<file path="config.mk">
export PLATFORM = sky130hd
export DESIGN_NAME = container_header_layout_check_top_flat
export DESIGN_NICKNAME = d
export VERILOG_FILES = /design/src/rtl/chlc_pkg.sv /design/src/rtl/chlc_if.sv /design/src/rtl/chlc_cfg_regs.sv /design/src/rtl/chlc_mul_stage.sv /design/src/rtl/chlc_end_stage.sv /design/src/rtl/chlc_judge_stage.sv /design/src/rtl/container_header_layout_check_top.sv /design/src/flat_wrapper.sv
export SDC_FILE = /design/constraint.sdc
export NUM_CORES = 2
export LEC_CHECK = 0
export ABC_AREA = 1
export ABC_CLOCK_PERIOD_IN_PS = 17700
export BUFFER_PORTS_ARGS = -buffer_cell sky130_fd_sc_hd__buf_4
export CAP_MARGIN = 15
export CELL_PAD_IN_SITES_DETAIL_PLACEMENT = 0
export CELL_PAD_IN_SITES_GLOBAL_PLACEMENT = 1
export CORE_ASPECT_RATIO = 2
export CORE_UTILIZATION = 30
export CTS_BUF_LIST = sky130_fd_sc_hd__clkbuf_4
export CTS_CLUSTER_SIZE = 24
export DETAILED_ROUTE_END_ITERATION = 12
export PLACE_DENSITY = 0.53
export SETUP_SLACK_MARGIN = 0.1
export SYNTH_ARGS = -nofsm -noshare
export SYNTH_HDL_FRONTEND = slang
export SYNTH_SLANG_ARGS = --single-unit
</file>
<file path="constraint.sdc">
create_clock -name i_clk -period 17.7 [get_ports i_clk]
set_input_delay 3.54 -clock i_clk [delete_from_list [all_inputs] [get_ports i_clk]]
set_output_delay 3.54 -clock i_clk [all_outputs]
set_load 0.01 [all_outputs]
</file>
<file path="src/rtl/chlc_pkg.sv">
// Package for the container header layout checker.
// Holds the field widths, the configuration register indexes and the
// structs passed between the pipeline stages. No dependencies.
package chlc_pkg;

    localparam int unsigned MAGIC_W   = 32;
    localparam int unsigned VER_W     = 16;
    localparam int unsigned OFF_W     = 64;
    localparam int unsigned COUNT_W   = 32;
    localparam int unsigned FSIZE_W   = 63;
    localparam int unsigned CFG16_W   = 16;
    localparam int unsigned CFG_IDX_W = 3;
    localparam int unsigned CFG_DAT_W = 32;

    localparam int unsigned ALIGN_BYTES = 4;
    localparam int unsigned ALIGN_BITS  = $clog2(ALIGN_BYTES);

    localparam int unsigned TBL_W     = COUNT_W + CFG16_W;
    localparam int unsigned NUM_SEC   = 4;
    localparam int unsigned NUM_PAIR  = NUM_SEC * (NUM_SEC - 1) / 2;
    localparam int unsigned NUM_ALIGN = 5;

    typedef enum logic [CFG_IDX_W-1:0] {
        CFG_EXPECTED_MAGIC = 3'd0,
        CFG_EXPECTED_MAJOR = 3'd1,
        CFG_EXPECTED_MINOR = 3'd2,
        CFG_HEADER_BYTES   = 3'd3,
        CFG_RECORD_BYTES   = 3'd4
    } t_cfg_index;

    typedef struct packed {
        logic [MAGIC_W-1:0] expected_magic;
        logic [VER_W-1:0]   expected_major;
        logic [VER_W-1:0]   expected_minor;
        logic [CFG16_W-1:0] header_bytes;
        logic [CFG16_W-1:0] record_bytes;
    } t_cfg;

    typedef struct packed {
        logic [MAGIC_W-1:0] magic_word;
        logic [VER_W-1:0]   major_version;
        logic [VER_W-1:0]   minor_version;
        logic [OFF_W-1:0]   table_offset;
        logic [COUNT_W-1:0] asset_total;
        logic [OFF_W-1:0]   strings_offset;
        logic [OFF_W-1:0]   strings_size;
        logic [OFF_W-1:0]   payload_offset;
        logic [OFF_W-1:0]   payload_size;
        logic [FSIZE_W-1:0] file_bytes;
    } t_item;

    typedef struct packed {
        logic                 bad_magic;
        logic                 bad_version;
        logic [NUM_ALIGN-1:0] misaligned;
        logic [TBL_W-1:0]     table_size;
        logic [OFF_W-1:0]     table_offset;
        logic [OFF_W-1:0]     strings_offset;
        logic [OFF_W-1:0]     strings_size;
        logic [OFF_W-1:0]     payload_offset;
        logic [OFF_W-1:0]     payload_size;
        logic [FSIZE_W-1:0]   file_bytes;
    } t_prod;

    typedef struct packed {
        logic                           bad_magic;
        logic                           bad_version;
        logic [NUM_ALIGN-1:0]           misaligned;
        logic [NUM_SEC-1:0][OFF_W-1:0]  sec_off;
        logic [NUM_SEC-1:0][OFF_W-1:0]  sec_end;
        logic [NUM_SEC-1:0]             end_ovf;
        logic [FSIZE_W-1:0]             file_bytes;
    } t_span;

    typedef struct packed {
        logic                 bad_magic;
        logic                 bad_version;
        logic [NUM_ALIGN-1:0] misaligned;
        logic                 table_size_overflow;
        logic [NUM_SEC-1:0]   end_overflow;
        logic [NUM_SEC-1:0]   out_of_bounds;
        logic [NUM_PAIR-1:0]  overlaps;
        logic                 malformed;
        logic                 unsupported;
    } t_result;

endpackage

</file>
<file path="src/rtl/chlc_if.sv">
// Channel interfaces of the container header layout checker.
// Depends on chlc_pkg for the field widths.
interface chlc_cfg_if import chlc_pkg::*; ();
    logic                 valid;
    logic                 ready;
    logic [CFG_IDX_W-1:0] wr_index;
    logic [CFG_DAT_W-1:0] wr_data;

    modport source (output valid, output wr_index, output wr_data, input ready);
    modport sink   (input valid, input wr_index, input wr_data, output ready);
endinterface

interface chlc_item_if import chlc_pkg::*; ();
    logic               valid;
    logic               ready;
    logic [MAGIC_W-1:0] magic_word;
    logic [VER_W-1:0]   major_version;
    logic [VER_W-1:0]   minor_version;
    logic [OFF_W-1:0]   table_offset;
    logic [COUNT_W-1:0] asset_total;
    logic [OFF_W-1:0]   strings_offset;
    logic [OFF_W-1:0]   strings_size;
    logic [OFF_W-1:0]   payload_offset;
    logic [OFF_W-1:0]   payload_size;
    logic [FSIZE_W-1:0] file_bytes;

    modport source (output valid, output magic_word, output major_version,
                    output minor_version, output table_offset, output asset_total,
                    output strings_offset, output strings_size, output payload_offset,
                    output payload_size, output file_bytes, input ready);
    modport sink   (input valid, input magic_word, input major_version,
                    input minor_version, input table_offset, input asset_total,
                    input strings_offset, input strings_size, input payload_offset,
                    input payload_size, input file_bytes, output ready);
endinterface

interface chlc_result_if import chlc_pkg::*; ();
    logic                 valid;
    logic                 ready;
    logic                 bad_magic;
    logic                 bad_version;
    logic [NUM_ALIGN-1:0] misaligned;
    logic                 table_size_overflow;
    logic [NUM_SEC-1:0]   end_overflow;
    logic [NUM_SEC-1:0]   out_of_bounds;
    logic [NUM_PAIR-1:0]  overlaps;
    logic                 malformed;
    logic                 unsupported;

    modport source (output valid, output bad_magic, output bad_version,
                    output misaligned, output table_size_overflow, output end_overflow,
                    output out_of_bounds, output overlaps, output malformed,
                    output unsupported, input ready);
    modport sink   (input valid, input bad_magic, input bad_version,
                    input misaligned, input table_size_overflow, input end_overflow,
                    input out_of_bounds, input overlaps, input malformed,
                    input unsupported, output ready);
endinterface

</file>
<file path="src/rtl/chlc_cfg_regs.sv">
// Configuration register file of the container header layout checker.
// Depends on chlc_pkg and the chlc_cfg_if interface.
module chlc_cfg_regs import chlc_pkg::*; (
    input  logic       i_clk,
    input  logic       i_rst_n,
    chlc_cfg_if.sink   i_cfg,
    output t_cfg       o_cfg
);

    t_cfg r_cfg;

    assign i_cfg.ready = 1'b1;
    assign o_cfg       = r_cfg;

    always_ff @(posedge i_clk) begin
        if (!i_rst_n) begin
            r_cfg <= '0;
        end else if (i_cfg.valid && i_cfg.ready) begin
            case (t_cfg_index'(i_cfg.wr_index))
                CFG_EXPECTED_MAGIC: r_cfg.expected_magic <= i_cfg.wr_data[MAGIC_W-1:0];
                CFG_EXPECTED_MAJOR: r_cfg.expected_major <= i_cfg.wr_data[VER_W-1:0];
                CFG_EXPECTED_MINOR: r_cfg.expected_minor <= i_cfg.wr_data[VER_W-1:0];
                CFG_HEADER_BYTES:   r_cfg.header_bytes   <= i_cfg.wr_data[CFG16_W-1:0];
                CFG_RECORD_BYTES:   r_cfg.record_bytes   <= i_cfg.wr_data[CFG16_W-1:0];
                default: begin
                end
            endcase
        end
    end

endmodule

</file>
<file path="src/rtl/chlc_mul_stage.sv">
// First pipeline stage: identity checks, alignment checks and the asset
// table size product. Depends on chlc_pkg.
module chlc_mul_stage import chlc_pkg::*; (
    input  logic  i_clk,
    input  logic  i_rst_n,
    input  logic  i_valid,
    output logic  o_ready,
    input  t_item i_item,
    input  t_cfg  i_cfg,
    output logic  o_valid,
    input  logic  i_ready,
    output t_prod o_prod
);

    logic  r_valid;
    t_prod r_prod;
    t_prod n_prod;

    assign o_ready = !r_valid || i_ready;
    assign o_valid = r_valid;
    assign o_prod  = r_prod;

    always_comb begin
        n_prod.bad_magic     = i_item.magic_word != i_cfg.expected_magic;
        n_prod.bad_version   = (i_item.major_version != i_cfg.expected_major)
                            || (i_item.minor_version != i_cfg.expected_minor);
        n_prod.misaligned[0] = i_item.table_offset[ALIGN_BITS-1:0] != '0;
        n_prod.misaligned[1] = i_item.strings_offset[ALIGN_BITS-1:0] != '0;
        n_prod.misaligned[2] = i_item.strings_size[ALIGN_BITS-1:0] != '0;
        n_prod.misaligned[3] = i_item.payload_offset[ALIGN_BITS-1:0] != '0;
        n_prod.misaligned[4] = i_item.payload_size[ALIGN_BITS-1:0] != '0;
        n_prod.table_size    = TBL_W'(i_item.asset_total) * TBL_W'(i_cfg.record_bytes);
        n_prod.table_offset   = i_item.table_offset;
        n_prod.strings_offset = i_item.strings_offset;
        n_prod.strings_size   = i_item.strings_size;
        n_prod.payload_offset = i_item.payload_offset;
        n_prod.payload_size   = i_item.payload_size;
        n_prod.file_bytes     = i_item.file_bytes;
    end

    always_ff @(posedge i_clk) begin
        if (!i_rst_n) begin
            r_valid <= 1'b0;
        end else if (o_ready) begin
            r_valid <= i_valid;
        end
    end

    always_ff @(posedge i_clk) begin
        if (o_ready && i_valid) begin
            r_prod <= n_prod;
        end
    end

endmodule

</file>
<file path="src/rtl/chlc_end_stage.sv">
// Second pipeline stage: start and end offset of each section, with the
// carry out of each end sum. Depends on chlc_pkg.
module chlc_end_stage import chlc_pkg::*; (
    input  logic  i_clk,
    input  logic  i_rst_n,
    input  logic  i_valid,
    output logic  o_ready,
    input  t_prod i_prod,
    input  t_cfg  i_cfg,
    output logic  o_valid,
    input  logic  i_ready,
    output t_span o_span
);

    logic          r_valid;
    t_span         r_span;
    t_span         n_span;
    logic [OFF_W:0] w_end_table;
    logic [OFF_W:0] w_end_strings;
    logic [OFF_W:0] w_end_payload;

    assign o_ready = !r_valid || i_ready;
    assign o_valid = r_valid;
    assign o_span  = r_span;

    assign w_end_table   = {1'b0, i_prod.table_offset} + (OFF_W+1)'(i_prod.table_size);
    assign w_end_strings = {1'b0, i_prod.strings_offset} + {1'b0, i_prod.strings_size};
    assign w_end_payload = {1'b0, i_prod.payload_offset} + {1'b0, i_prod.payload_size};

    always_comb begin
        n_span.bad_magic   = i_prod.bad_magic;
        n_span.bad_version = i_prod.bad_version;
        n_span.misaligned  = i_prod.misaligned;
        n_span.file_bytes  = i_prod.file_bytes;
        n_span.sec_off[0]  = '0;
        n_span.sec_end[0]  = OFF_W'(i_cfg.header_bytes);
        n_span.end_ovf[0]  = 1'b0;
        n_span.sec_off[1]  = i_prod.table_offset;
        n_span.sec_end[1]  = w_end_table[OFF_W-1:0];
        n_span.end_ovf[1]  = w_end_table[OFF_W];
        n_span.sec_off[2]  = i_prod.strings_offset;
        n_span.sec_end[2]  = w_end_strings[OFF_W-1:0];
        n_span.end_ovf[2]  = w_end_strings[OFF_W];
        n_span.sec_off[3]  = i_prod.payload_offset;
        n_span.sec_end[3]  = w_end_payload[OFF_W-1:0];
        n_span.end_ovf[3]  = w_end_payload[OFF_W];
    end

    always_ff @(posedge i_clk) begin
        if (!i_rst_n) begin
            r_valid <= 1'b0;
        end else if (o_ready) begin
            r_valid <= i_valid;
        end
    end

    always_ff @(posedge i_clk) begin
        if (o_ready && i_valid) begin
            r_span <= n_span;
        end
    end

endmodule

</file>
<file path="src/rtl/chlc_judge_stage.sv">
// Last pipeline stage: bounds and pairwise overlap compares, summaries, and
// the result register that feeds the output channel. Depends on chlc_pkg.
module chlc_judge_stage import chlc_pkg::*; (
    input  logic    i_clk,
    input  logic    i_rst_n,
    input  logic    i_valid,
    output logic    o_ready,
    input  t_span   i_span,
    output logic    o_valid,
    input  logic    i_ready,
    output t_result o_result
);

    logic    r_valid;
    t_result r_result;
    t_result n_result;

    function automatic logic f_overlap(input t_span s, input int unsigned a,
                                       input int unsigned b);
        return s.end_ovf[a] || s.end_ovf[b]
            || !((s.sec_end[a] <= s.sec_off[b]) || (s.sec_end[b] <= s.sec_off[a]));
    endfunction

    assign o_ready  = !r_valid || i_ready;
    assign o_valid  = r_valid;
    assign o_result = r_result;

    always_comb begin
        n_result.bad_magic           = i_span.bad_magic;
        n_result.bad_version         = i_span.bad_version;
        n_result.misaligned          = i_span.misaligned;
        n_result.table_size_overflow = 1'b0;
        n_result.end_overflow        = i_span.end_ovf;
        for (int i = 0; i < NUM_SEC; i++) begin
            n_result.out_of_bounds[i] = !i_span.end_ovf[i]
                && (i_span.sec_end[i] > OFF_W'(i_span.file_bytes));
        end
        n_result.overlaps[0] = f_overlap(i_span, 0, 1);
        n_result.overlaps[1] = f_overlap(i_span, 0, 2);
        n_result.overlaps[2] = f_overlap(i_span, 0, 3);
        n_result.overlaps[3] = f_overlap(i_span, 1, 2);
        n_result.overlaps[4] = f_overlap(i_span, 1, 3);
        n_result.overlaps[5] = f_overlap(i_span, 2, 3);
        n_result.malformed   = n_result.bad_magic || (|n_result.misaligned)
            || n_result.table_size_overflow || (|n_result.end_overflow)
            || (|n_result.out_of_bounds) || (|n_result.overlaps);
        n_result.unsupported = i_span.bad_version;
    end

    always_ff @(posedge i_clk) begin
        if (!i_rst_n) begin
            r_valid <= 1'b0;
        end else if (o_ready) begin
            r_valid <= i_valid;
        end
    end

    always_ff @(posedge i_clk) begin
        if (o_ready && i_valid) begin
            r_result <= n_result;
        end
    end

endmodule

</file>
<file path="src/rtl/container_header_layout_check_top.sv">
// Top level of the container header layout checker.
// Depends on chlc_pkg, the chlc interfaces, chlc_cfg_regs and the three
// pipeline stages.
//
// Usage:
// The configuration channel writes five registers by index: expected magic,
// expected major and minor version, header section size and asset record
// size. It is always ready; writes to other indexes are dropped. Write it
// only while no header is in flight.
// Each transaction on the item channel carries one header plus the file size
// and produces exactly one transaction on the result channel with all fault
// masks and the malformed and unsupported summaries.
// From acceptance to a valid result, the header and the table size product are
// registered at the accepting edge, then the section ends in the end stage,
// then the result in the result register. One header is accepted every cycle
// while the result channel keeps up. When the receiver stalls, the pipeline
// fills and the item channel drops ready once all three stages hold a
// transaction.
// Reset clears all configuration registers to zero and empties the pipeline.
module container_header_layout_check_top import chlc_pkg::*; (
    input  logic        i_clk,
    input  logic        i_rst_n,
    chlc_cfg_if.sink    i_cfg,
    chlc_item_if.sink   i_item,
    chlc_result_if.source o_result
);

    t_cfg    w_cfg;
    t_item   w_item;
    t_prod   w_prod;
    t_span   w_span;
    t_result w_result;
    logic    w_prod_valid;
    logic    w_prod_ready;
    logic    w_span_valid;
    logic    w_span_ready;

    assign w_item.magic_word     = i_item.magic_word;
    assign w_item.major_version  = i_item.major_version;
    assign w_item.minor_version  = i_item.minor_version;
    assign w_item.table_offset   = i_item.table_offset;
    assign w_item.asset_total    = i_item.asset_total;
    assign w_item.strings_offset = i_item.strings_offset;
    assign w_item.strings_size   = i_item.strings_size;
    assign w_item.payload_offset = i_item.payload_offset;
    assign w_item.payload_size   = i_item.payload_size;
    assign w_item.file_bytes     = i_item.file_bytes;

    chlc_cfg_regs u_cfg_regs (
        .i_clk   (i_clk),
        .i_rst_n (i_rst_n),
        .i_cfg   (i_cfg),
        .o_cfg   (w_cfg)
    );

    chlc_mul_stage u_mul_stage (
        .i_clk   (i_clk),
        .i_rst_n (i_rst_n),
        .i_valid (i_item.valid),
        .o_ready (i_item.ready),
        .i_item  (w_item),
        .i_cfg   (w_cfg),
        .o_valid (w_prod_valid),
        .i_ready (w_prod_ready),
        .o_prod  (w_prod)
    );

    chlc_end_stage u_end_stage (
        .i_clk   (i_clk),
        .i_rst_n (i_rst_n),
        .i_valid (w_prod_valid),
        .o_ready (w_prod_ready),
        .i_prod  (w_prod),
        .i_cfg   (w_cfg),
        .o_valid (w_span_valid),
        .i_ready (w_span_ready),
        .o_span  (w_span)
    );

    chlc_judge_stage u_judge_stage (
        .i_clk    (i_clk),
        .i_rst_n  (i_rst_n),
        .i_valid  (w_span_valid),
        .o_ready  (w_span_ready),
        .i_span   (w_span),
        .o_valid  (o_result.valid),
        .i_ready  (o_result.ready),
        .o_result (w_result)
    );

    assign o_result.bad_magic           = w_result.bad_magic;
    assign o_result.bad_version         = w_result.bad_version;
    assign o_result.misaligned          = w_result.misaligned;
    assign o_result.table_size_overflow = w_result.table_size_overflow;
    assign o_result.end_overflow        = w_result.end_overflow;
    assign o_result.out_of_bounds       = w_result.out_of_bounds;
    assign o_result.overlaps            = w_result.overlaps;
    assign o_result.malformed           = w_result.malformed;
    assign o_result.unsupported         = w_result.unsupported;

`ifndef SYNTHESIS
    a_ready_when_drained: assert property (@(posedge i_clk) disable iff (!i_rst_n)
        o_result.ready |-> i_item.ready)
        else $error("item channel stalled while the result channel is ready");

    a_oob_excl_ovf: assert property (@(posedge i_clk) disable iff (!i_rst_n)
        o_result.valid |-> ((o_result.out_of_bounds & o_result.end_overflow) == '0))
        else $error("section flagged both out of bounds and end overflow");

    a_ovf_overlaps_all: assert property (@(posedge i_clk) disable iff (!i_rst_n)
        (o_result.valid && o_result.end_overflow[1]) |->
            (o_result.overlaps[0] && o_result.overlaps[3] && o_result.overlaps[4]))
        else $error("overflowing asset table end does not overlap every section");

    a_malformed_sum: assert property (@(posedge i_clk) disable iff (!i_rst_n)
        (o_result.valid && (o_result.overlaps != '0 || o_result.bad_magic))
            |-> o_result.malformed)
        else $error("fault flagged without the malformed summary");

    a_header_no_ovf: assert property (@(posedge i_clk) disable iff (!i_rst_n)
        o_result.valid |-> (!o_result.end_overflow[0] && !o_result.table_size_overflow))
        else $error("overflow flagged where the operand widths rule it out");
`endif

endmodule

</file>
<file path="src/flat_wrapper.sv">
// flat-port wrapper written by rule: the top's interface ports become plain ports
module container_header_layout_check_top_flat import chlc_pkg::*;
  (i_clk, i_rst_n, i_cfg_valid, i_cfg_wr_index, i_cfg_wr_data, i_cfg_ready, i_item_valid, i_item_magic_word, i_item_major_version, i_item_minor_version, i_item_table_offset, i_item_asset_total, i_item_strings_offset, i_item_strings_size, i_item_payload_offset, i_item_payload_size, i_item_file_bytes, i_item_ready, o_result_valid, o_result_bad_magic, o_result_bad_version, o_result_misaligned, o_result_table_size_overflow, o_result_end_overflow, o_result_out_of_bounds, o_result_overlaps, o_result_malformed, o_result_unsupported, o_result_ready);
  chlc_cfg_if i_cfg_i ();
  chlc_item_if i_item_i ();
  chlc_result_if o_result_i ();
  input  logic i_clk;
  input  logic i_rst_n;
  input wire logic [$bits(i_cfg_i.valid)-1:0] i_cfg_valid;
  input wire logic [$bits(i_cfg_i.wr_index)-1:0] i_cfg_wr_index;
  input wire logic [$bits(i_cfg_i.wr_data)-1:0] i_cfg_wr_data;
  output wire logic [$bits(i_cfg_i.ready)-1:0] i_cfg_ready;
  input wire logic [$bits(i_item_i.valid)-1:0] i_item_valid;
  input wire logic [$bits(i_item_i.magic_word)-1:0] i_item_magic_word;
  input wire logic [$bits(i_item_i.major_version)-1:0] i_item_major_version;
  input wire logic [$bits(i_item_i.minor_version)-1:0] i_item_minor_version;
  input wire logic [$bits(i_item_i.table_offset)-1:0] i_item_table_offset;
  input wire logic [$bits(i_item_i.asset_total)-1:0] i_item_asset_total;
  input wire logic [$bits(i_item_i.strings_offset)-1:0] i_item_strings_offset;
  input wire logic [$bits(i_item_i.strings_size)-1:0] i_item_strings_size;
  input wire logic [$bits(i_item_i.payload_offset)-1:0] i_item_payload_offset;
  input wire logic [$bits(i_item_i.payload_size)-1:0] i_item_payload_size;
  input wire logic [$bits(i_item_i.file_bytes)-1:0] i_item_file_bytes;
  output wire logic [$bits(i_item_i.ready)-1:0] i_item_ready;
  output wire logic [$bits(o_result_i.valid)-1:0] o_result_valid;
  output wire logic [$bits(o_result_i.bad_magic)-1:0] o_result_bad_magic;
  output wire logic [$bits(o_result_i.bad_version)-1:0] o_result_bad_version;
  output wire logic [$bits(o_result_i.misaligned)-1:0] o_result_misaligned;
  output wire logic [$bits(o_result_i.table_size_overflow)-1:0] o_result_table_size_overflow;
  output wire logic [$bits(o_result_i.end_overflow)-1:0] o_result_end_overflow;
  output wire logic [$bits(o_result_i.out_of_bounds)-1:0] o_result_out_of_bounds;
  output wire logic [$bits(o_result_i.overlaps)-1:0] o_result_overlaps;
  output wire logic [$bits(o_result_i.malformed)-1:0] o_result_malformed;
  output wire logic [$bits(o_result_i.unsupported)-1:0] o_result_unsupported;
  input wire logic [$bits(o_result_i.ready)-1:0] o_result_ready;
  assign i_cfg_i.valid = i_cfg_valid;
  assign i_cfg_i.wr_index = i_cfg_wr_index;
  assign i_cfg_i.wr_data = i_cfg_wr_data;
  assign i_cfg_ready = i_cfg_i.ready;
  assign i_item_i.valid = i_item_valid;
  assign i_item_i.magic_word = i_item_magic_word;
  assign i_item_i.major_version = i_item_major_version;
  assign i_item_i.minor_version = i_item_minor_version;
  assign i_item_i.table_offset = i_item_table_offset;
  assign i_item_i.asset_total = i_item_asset_total;
  assign i_item_i.strings_offset = i_item_strings_offset;
  assign i_item_i.strings_size = i_item_strings_size;
  assign i_item_i.payload_offset = i_item_payload_offset;
  assign i_item_i.payload_size = i_item_payload_size;
  assign i_item_i.file_bytes = i_item_file_bytes;
  assign i_item_ready = i_item_i.ready;
  assign o_result_valid = o_result_i.valid;
  assign o_result_bad_magic = o_result_i.bad_magic;
  assign o_result_bad_version = o_result_i.bad_version;
  assign o_result_misaligned = o_result_i.misaligned;
  assign o_result_table_size_overflow = o_result_i.table_size_overflow;
  assign o_result_end_overflow = o_result_i.end_overflow;
  assign o_result_out_of_bounds = o_result_i.out_of_bounds;
  assign o_result_overlaps = o_result_i.overlaps;
  assign o_result_malformed = o_result_i.malformed;
  assign o_result_unsupported = o_result_i.unsupported;
  assign o_result_i.ready = o_result_ready;
  container_header_layout_check_top u_core (.i_clk(i_clk), .i_rst_n(i_rst_n), .i_cfg(i_cfg_i), .i_item(i_item_i), .o_result(o_result_i));
endmodule
</file>
Yosys cells after proc, flatten, opt, wreduce, memory -nomap -nowiden
Cells that the tools add are included.
{ "word_totals": {"word_cells": 120, "output_inout_bits": 27, "regBits": 1031, "inputBits": 519} }
{ "classes": {"n_addsub": 3, "eq_ne": 7, "n_reduce_logical": 56, "mul": 1, "magnitude_cmp": 16} }
{ "ops": {"columns": ["op", "count"], "rows": [
  ["$le A64 B64 Y1", 6],
  ["$gt A64 B63 Y1", 3],
  ["$le A16 B64 Y1", 3],
  ["$le A64 B1 Y1 const B", 3],
  ["$add A64 B64 Y65", 2],
  ["$add A64 B48 Y65", 1],
  ["$gt A16 B63 Y1", 1],
  ["$mul A32 B16 Y48", 1],
  ["$ne A16 B16 Y1", 2],
  ["$ne A32 B32 Y1", 1],
  ["$logic_or A1 B1 Y1", 23],
  ["$logic_not A1 Y1", 12],
  ["$reduce_and A2 Y1", 5],
  ["$reduce_bool A2 Y1", 5],
  ["$eq A3 B2 Y1 const B", 2],
  ["$logic_and A1 B1 Y1", 6],
  ["$reduce_or A6 Y1", 1],
  ["$reduce_or A5 Y1", 1],
  ["$reduce_or A4 Y1", 1],
  ["$eq A3 B1 Y1 const B", 1],
  ["$eq A3 B3 Y1 const B", 1],
  ["$logic_not A3 Y1", 1],
  ["$reduce_or A3 Y1", 1]
]} }

Depth between registers and ports, before layout
{ "depth": {"depth_word": 6, "depth_mapped": 30} }

Hierarchy
A second synthesis with hierarchy kept.
{ "unflattened": {"cells_unflattened": 11784, "area_unflattened_um2": 93427.1} }
{ "modules_own_cells": {"columns": ["mod", "area_each_um2", "n_inst", "cells_each", "seq_area_each_um2"], "rows": [
  ["chlc_mul_stage", 32074.5, 1, 3154, 13172.6],
  ["chlc_end_stage", 32069.5, 1, 4329, 14223.6],
  ["chlc_judge_stage", 25343.1, 1, 3731, 680.7],
  ["chlc_cfg_regs", 3940.0, 1, 570, 1921.8]
]} }

Worst setup path after synthesis
Ideal clock, no wire load.
{ "synth_timing": {"path_type": "input-to-reg", "from": "in o_result_ready", "to": "reg u_core.u_end_stage.r_span (netlist bit u_core.u_end_stage.o_span[0]) (enable)", "path_slack_ns": 3.972, "t_required_ns": 16.879, "n_path_buf": 0, "setup_time_ns": 0.821, "arrival_time_ns": 12.906, "path_stages": 6, "path_cell_list": "inv_1 nand2_1 nor2_1 inv_1 nand2_1 inv_1"} }
{ "synth_between": {"elab_chain_len": 3} }
{ "synth_rtl": {"columns": ["item", "line_no", "text"], "rows": [
  ["from (decl)", "flat_wrapper.sv:35", "input wire logic [$bits(o_result_i.ready)-1:0] o_result_ready;"],
  ["$logic_or A1 B1 Y1", "chlc_judge_stage.sv:24", "assign o_ready = !r_valid || i_ready;"],
  ["$logic_or A1 B1 Y1", "chlc_end_stage.sv:22", "assign o_ready = !r_valid || i_ready;"],
  ["$logic_and A1 B1 Y1", "chlc_end_stage.sv:58", "if (o_ready && i_valid) begin"],
  ["to (signal assigned)", "chlc_end_stage.sv:59", "r_span <= n_span;"],
  ["to (decl)", "chlc_end_stage.sv:16", "t_span r_span;"]
]} }
Every way passes these cells.
A chain may end at the register's enable or synchronous reset.

==> flow_metrics.env <==
export IMPL_gp_congestion=0.965
export IMPL_postLayoutCellArea_sq_um=89300
export IMPL_crit_reg2reg_launch="u_core.u_cfg_regs.o_cfg[11]$_SDFFE_PN0P_"
export IMPL_drive_above_1_share=0.120
export IMPL_cts_repair_resize_count=0
export IMPL_drt_antenna_violating_nets=0
export IMPL_io_buffers=542
export IMPL_endpoint_class_of_the_critical_path="register"
export IMPL_global_route_overflow_total=0
export IMPL_core_area_sq_um=258000
export IMPL_synth_seq_area_share=0.385
export IMPL_synth_cells_most_frequent="sky130_fd_sc_hd__nand2_1, sky130_fd_sc_hd__inv_1, sky130_fd_sc_hd__ha_1, sky130_fd_sc_hd__edfxtp_1, sky130_fd_sc_hd__nor2_1"
export IMPL_post_cts_repair_setup_buffers=0
export IMPL_cts_hold_buffers=0
export IMPL_drt_pre_antenna_iters=6
export IMPL_layout_setup_ws_ns=9.15
export IMPL_io_pins=546
export IMPL_clockBufferDepth=4
export IMPL_rr_worst_depth=17
export IMPL_timing_critical_path_buf_inv=4
export IMPL_dieArea_sq_um=261000
export IMPL_power_per_cell_area_nw_per_um2=79.7
export IMPL_synth_edf_count=932
export IMPL_maximum_number_of_pins_on_one_net_before_global_route_repair=148
export IMPL_root_buffer="sky130_fd_sc_hd__clkbuf_4"
export IMPL_initial_core_util=0.302
export IMPL_grt_usage=0.261
export IMPL_setup_violations=0
export IMPL_worst_pin_slew_ns=1.18
export IMPL_status="finished, final reports clean"
export IMPL_cts_sinks=1031
export IMPL_floorplan_rows=264
export IMPL_first_pass_grt_wire_length_mm=477
export IMPL_place_area_sq_um=85900
export IMPL_syn_area_per_cell_sq_um=9.14
export IMPL_setup_skew_after_layout_ns=0.190
export IMPL_hp_start="u_core.u_mul_stage.o_prod[61]$_DFFE_PP_"
export IMPL_path_common_cell="sky130_fd_sc_hd__fa_1"
export IMPL_chipWidth_um=362
export IMPL_route_detailed_vias_per_inst=4.88
export IMPL_clkLatencyLatePin_ns=1.28
export IMPL_worst_setup_path_type="primary input to register"
export IMPL_ys_flop_type="sky130_fd_sc_hd__edfxtp_1"
export IMPL_path_clk_slew_ns=0.07
export IMPL_final_cell_count_no_fill=12900
export IMPL_worstPathRequired_ns=18.54
export IMPL_critical_path_top_delay_family="adder cells"
export IMPL_post_synth_main_area_contributors="sky130_fd_sc_hd__edfxtp_1, sky130_fd_sc_hd__ha_1, sky130_fd_sc_hd__fa_1"
export IMPL_start_kind="primary input"
export IMPL_hold_path_end="u_core.u_end_stage.o_span[61]$_DFFE_PP_"
export IMPL_critPathMaxStageDelay_ns=0.68
export IMPL_design_power_total_mw=7.12
export IMPL_synthesis_yosys_warnings=0
export IMPL_area_growth_synth_to_final_pct=14.7
export IMPL_rsz0062_at_grt="false"
export IMPL_critical_path_cell_chain="buf_4, nand2_1, fa_1, inv_1, fa_1, fa_1, fa_1, fa_1, inv_1, fa_1, inv_1, ha_1, nand2_1, nor2_1, nand2_1, nor4_1, a21oi_1, xnor2_1"
export IMPL_netlist_area_leader_share=0.360
export IMPL_drcViolationCount=0
export IMPL_fin_setup_tns_ns=0
export IMPL_final_net_count=11100
export IMPL_worst_r2r_setup_slack_ns=10.66
export IMPL_drv_cap=0
export IMPL_antenna_found_initial=37
export IMPL_worst_path_max_fanout=16
export IMPL_min_delay_path_depth=0
export IMPL_totalWireLength_mm=345
export IMPL_tritoncts_num_buffers=276
export IMPL_pre_cts_ws_ns=8.05
export IMPL_critical_path_arrival_ns=9.39
export IMPL_achievable_frequency_ghz=0.117
export IMPL_timing_hold_ws_ns=0.394
export IMPL_nFillCells=27200
export IMPL_fin_util=0.346
export IMPL_detailed_place_hpwl_mm=293
export IMPL_syn_area_sq_um=77800
export IMPL_placed_cells=12400
export IMPL_hold_violations=0
export IMPL_cts_tree="built"
export IMPL_synth_seq_cells=1031
export IMPL_chipHeight_um=722
export IMPL_routed_wire_length_per_instance_um=26.8
export IMPL_critical_register_to_register_path_endpoint="u_core.u_mul_stage.o_prod[411]$_DFFE_PP_"
export IMPL_route_vias_total=62700
export IMPL_grt_pass1_vias=66300
export IMPL_detailedRoute_firstIterationViolations=3482
export IMPL_critical_path_slowest_cell="sky130_fd_sc_hd__nor4_1"
export IMPL_cellLeakagePower_nw=40.8
export IMPL_synthMostInstantiatedCell="sky130_fd_sc_hd__nand2_1"
export IMPL_yosys_cell_types_count=62
export IMPL_syn_instance_count=8508
export IMPL_netlist_top_cell_by_area="sky130_fd_sc_hd__edfxtp_1"
export IMPL_synth_async_sr_flop_share=0
export IMPL_irDropWorstVdd_v=0.0000468
export IMPL_period_share=0.483
export IMPL_max_slew_margin_rel=0.205
export IMPL_htree_num_levels=5
export IMPL_worst_hold_path_type="register to register"
export IMPL_report_final_slew_viol_count=0
export IMPL_period_needed_ns=8.55
cells by family after synthesis:
kind of cell               count (synthesis)  share of synthesized area
AOI/OAI and AO/OA                       1319                     0.0951
other                                      2                  0.0000965
xor gates and xnor gates                 257                     0.0289
buffers and inverters                   1586                     0.0767
and+or+nand+nor                         2959                      0.156
adders and majority gates               1354                      0.258
DFF                                     1031                      0.385
layout make-up:
cell class                      instances  area (sq um)  share of cell area
Clock inverter                         88           504             0.00565
Antenna cell                           13          32.5            0.000364
Inverter                             1427          5370              0.0602
Tap cell                             3458          4330              0.0485
Clock buffer                          372          2790              0.0313
Timing Repair Buffer                  578          4370              0.0490
Multi-Input combinational cell       5892         41900               0.469
Sequential cell                      1031         30000               0.336
worst reg2reg max path, stage by stage, from the launching register on:
cell and delay, ns:
sky130_fd_sc_hd__dfxtp_2 1.01, sky130_fd_sc_hd__nand2_1 0.23, sky130_fd_sc_hd__fa_1 0.55, sky130_fd_sc_hd__inv_1 0.05, sky130_fd_sc_hd__fa_1 0.48, sky130_fd_sc_hd__fa_1 0.55
sky130_fd_sc_hd__fa_1 0.52, sky130_fd_sc_hd__fa_1 0.58, sky130_fd_sc_hd__inv_1 0.06, sky130_fd_sc_hd__fa_1 0.53, sky130_fd_sc_hd__inv_1 0.04, sky130_fd_sc_hd__ha_1 0.37
sky130_fd_sc_hd__nand2_1 0.13, sky130_fd_sc_hd__nor2_1 0.32, sky130_fd_sc_hd__nand2_1 0.18, sky130_fd_sc_hd__nor4_1 0.68, sky130_fd_sc_hd__a21oi_1 0.20, sky130_fd_sc_hd__xnor2_1 0.21
state kept, by name, indices dropped and copies added, names as in the netlist:
signal	count
u_core.u_judge_stage.o_valid	1
u_core.u_judge_stage.o_result	21
u_core.u_cfg_regs.o_cfg	96
u_core.u_mul_stage.o_prod	438
u_core.u_end_stage.o_span	473
u_core.u_mul_stage.o_valid	1
u_core.u_end_stage.o_valid	1
cells in the final DEF, fill, tap and decap left out, types with 39 or more instances in the layout:
cell type,Yosys,final
sky130_fd_sc_hd__edfxtp_1,932,932
sky130_fd_sc_hd__buf_4,4,575
sky130_fd_sc_hd__o21bai_1,39,39
sky130_fd_sc_hd__ha_1,933,933
sky130_fd_sc_hd__dfxtp_1,99,83
sky130_fd_sc_hd__inv_1,1409,1407
sky130_fd_sc_hd__nor3_1,87,87
sky130_fd_sc_hd__xnor2_1,123,123
sky130_fd_sc_hd__nand2_1,1636,1636
sky130_fd_sc_hd__fa_1,421,421
sky130_fd_sc_hd__o21ai_0,369,369
sky130_fd_sc_hd__nand4_1,89,89
sky130_fd_sc_hd__a31oi_1,71,71
sky130_fd_sc_hd__clkbuf_4,0,372
sky130_fd_sc_hd__a21oi_1,636,635
sky130_fd_sc_hd__nor2_1,854,854
sky130_fd_sc_hd__nand3_1,171,171
sky130_fd_sc_hd__clkinv_1,2,57
sky130_fd_sc_hd__xor2_1,134,134
power breakdown:
group	internal (mW)	switching, mW
Sequential	2.88	0.275
Combinational	0.626	1.18
Clock	1.05	1.10
Total	4.56	2.56
worst max-delay path by stage:
stage                            from                                  endpoint  cells after the start
5_1_grt         i_item_asset_total[8]  u_core.u_mul_stage.o_prod[419]$_DFFE_PP_                     21
6_report       i_item_asset_total[13]  u_core.u_mul_stage.o_prod[411]$_DFFE_PP_                     18
4_1_cts         i_item_asset_total[8]  u_core.u_mul_stage.o_prod[411]$_DFFE_PP_                     18
3_3_place_gp    i_item_asset_total[8]  u_core.u_mul_stage.o_prod[411]$_DFFE_PP_                     18
3_5_place_dp    i_item_asset_total[8]  u_core.u_mul_stage.o_prod[427]$_DFFE_PP_                     19
2_1_floorplan          o_result_ready    u_core.u_end_stage.o_span[0]$_DFFE_PP_                      6
layer usage:
layer	vias up	part of all wire	GRT usage
met3	775	0.039	0.0362
li1	29700	-	-
met5	-	0.00076	0
met2	1886	0.55	0.516
met4	38	0.083	0.187
met1	30300	0.32	0.238
No activity file was read; power rests on OpenSTA's default activity.
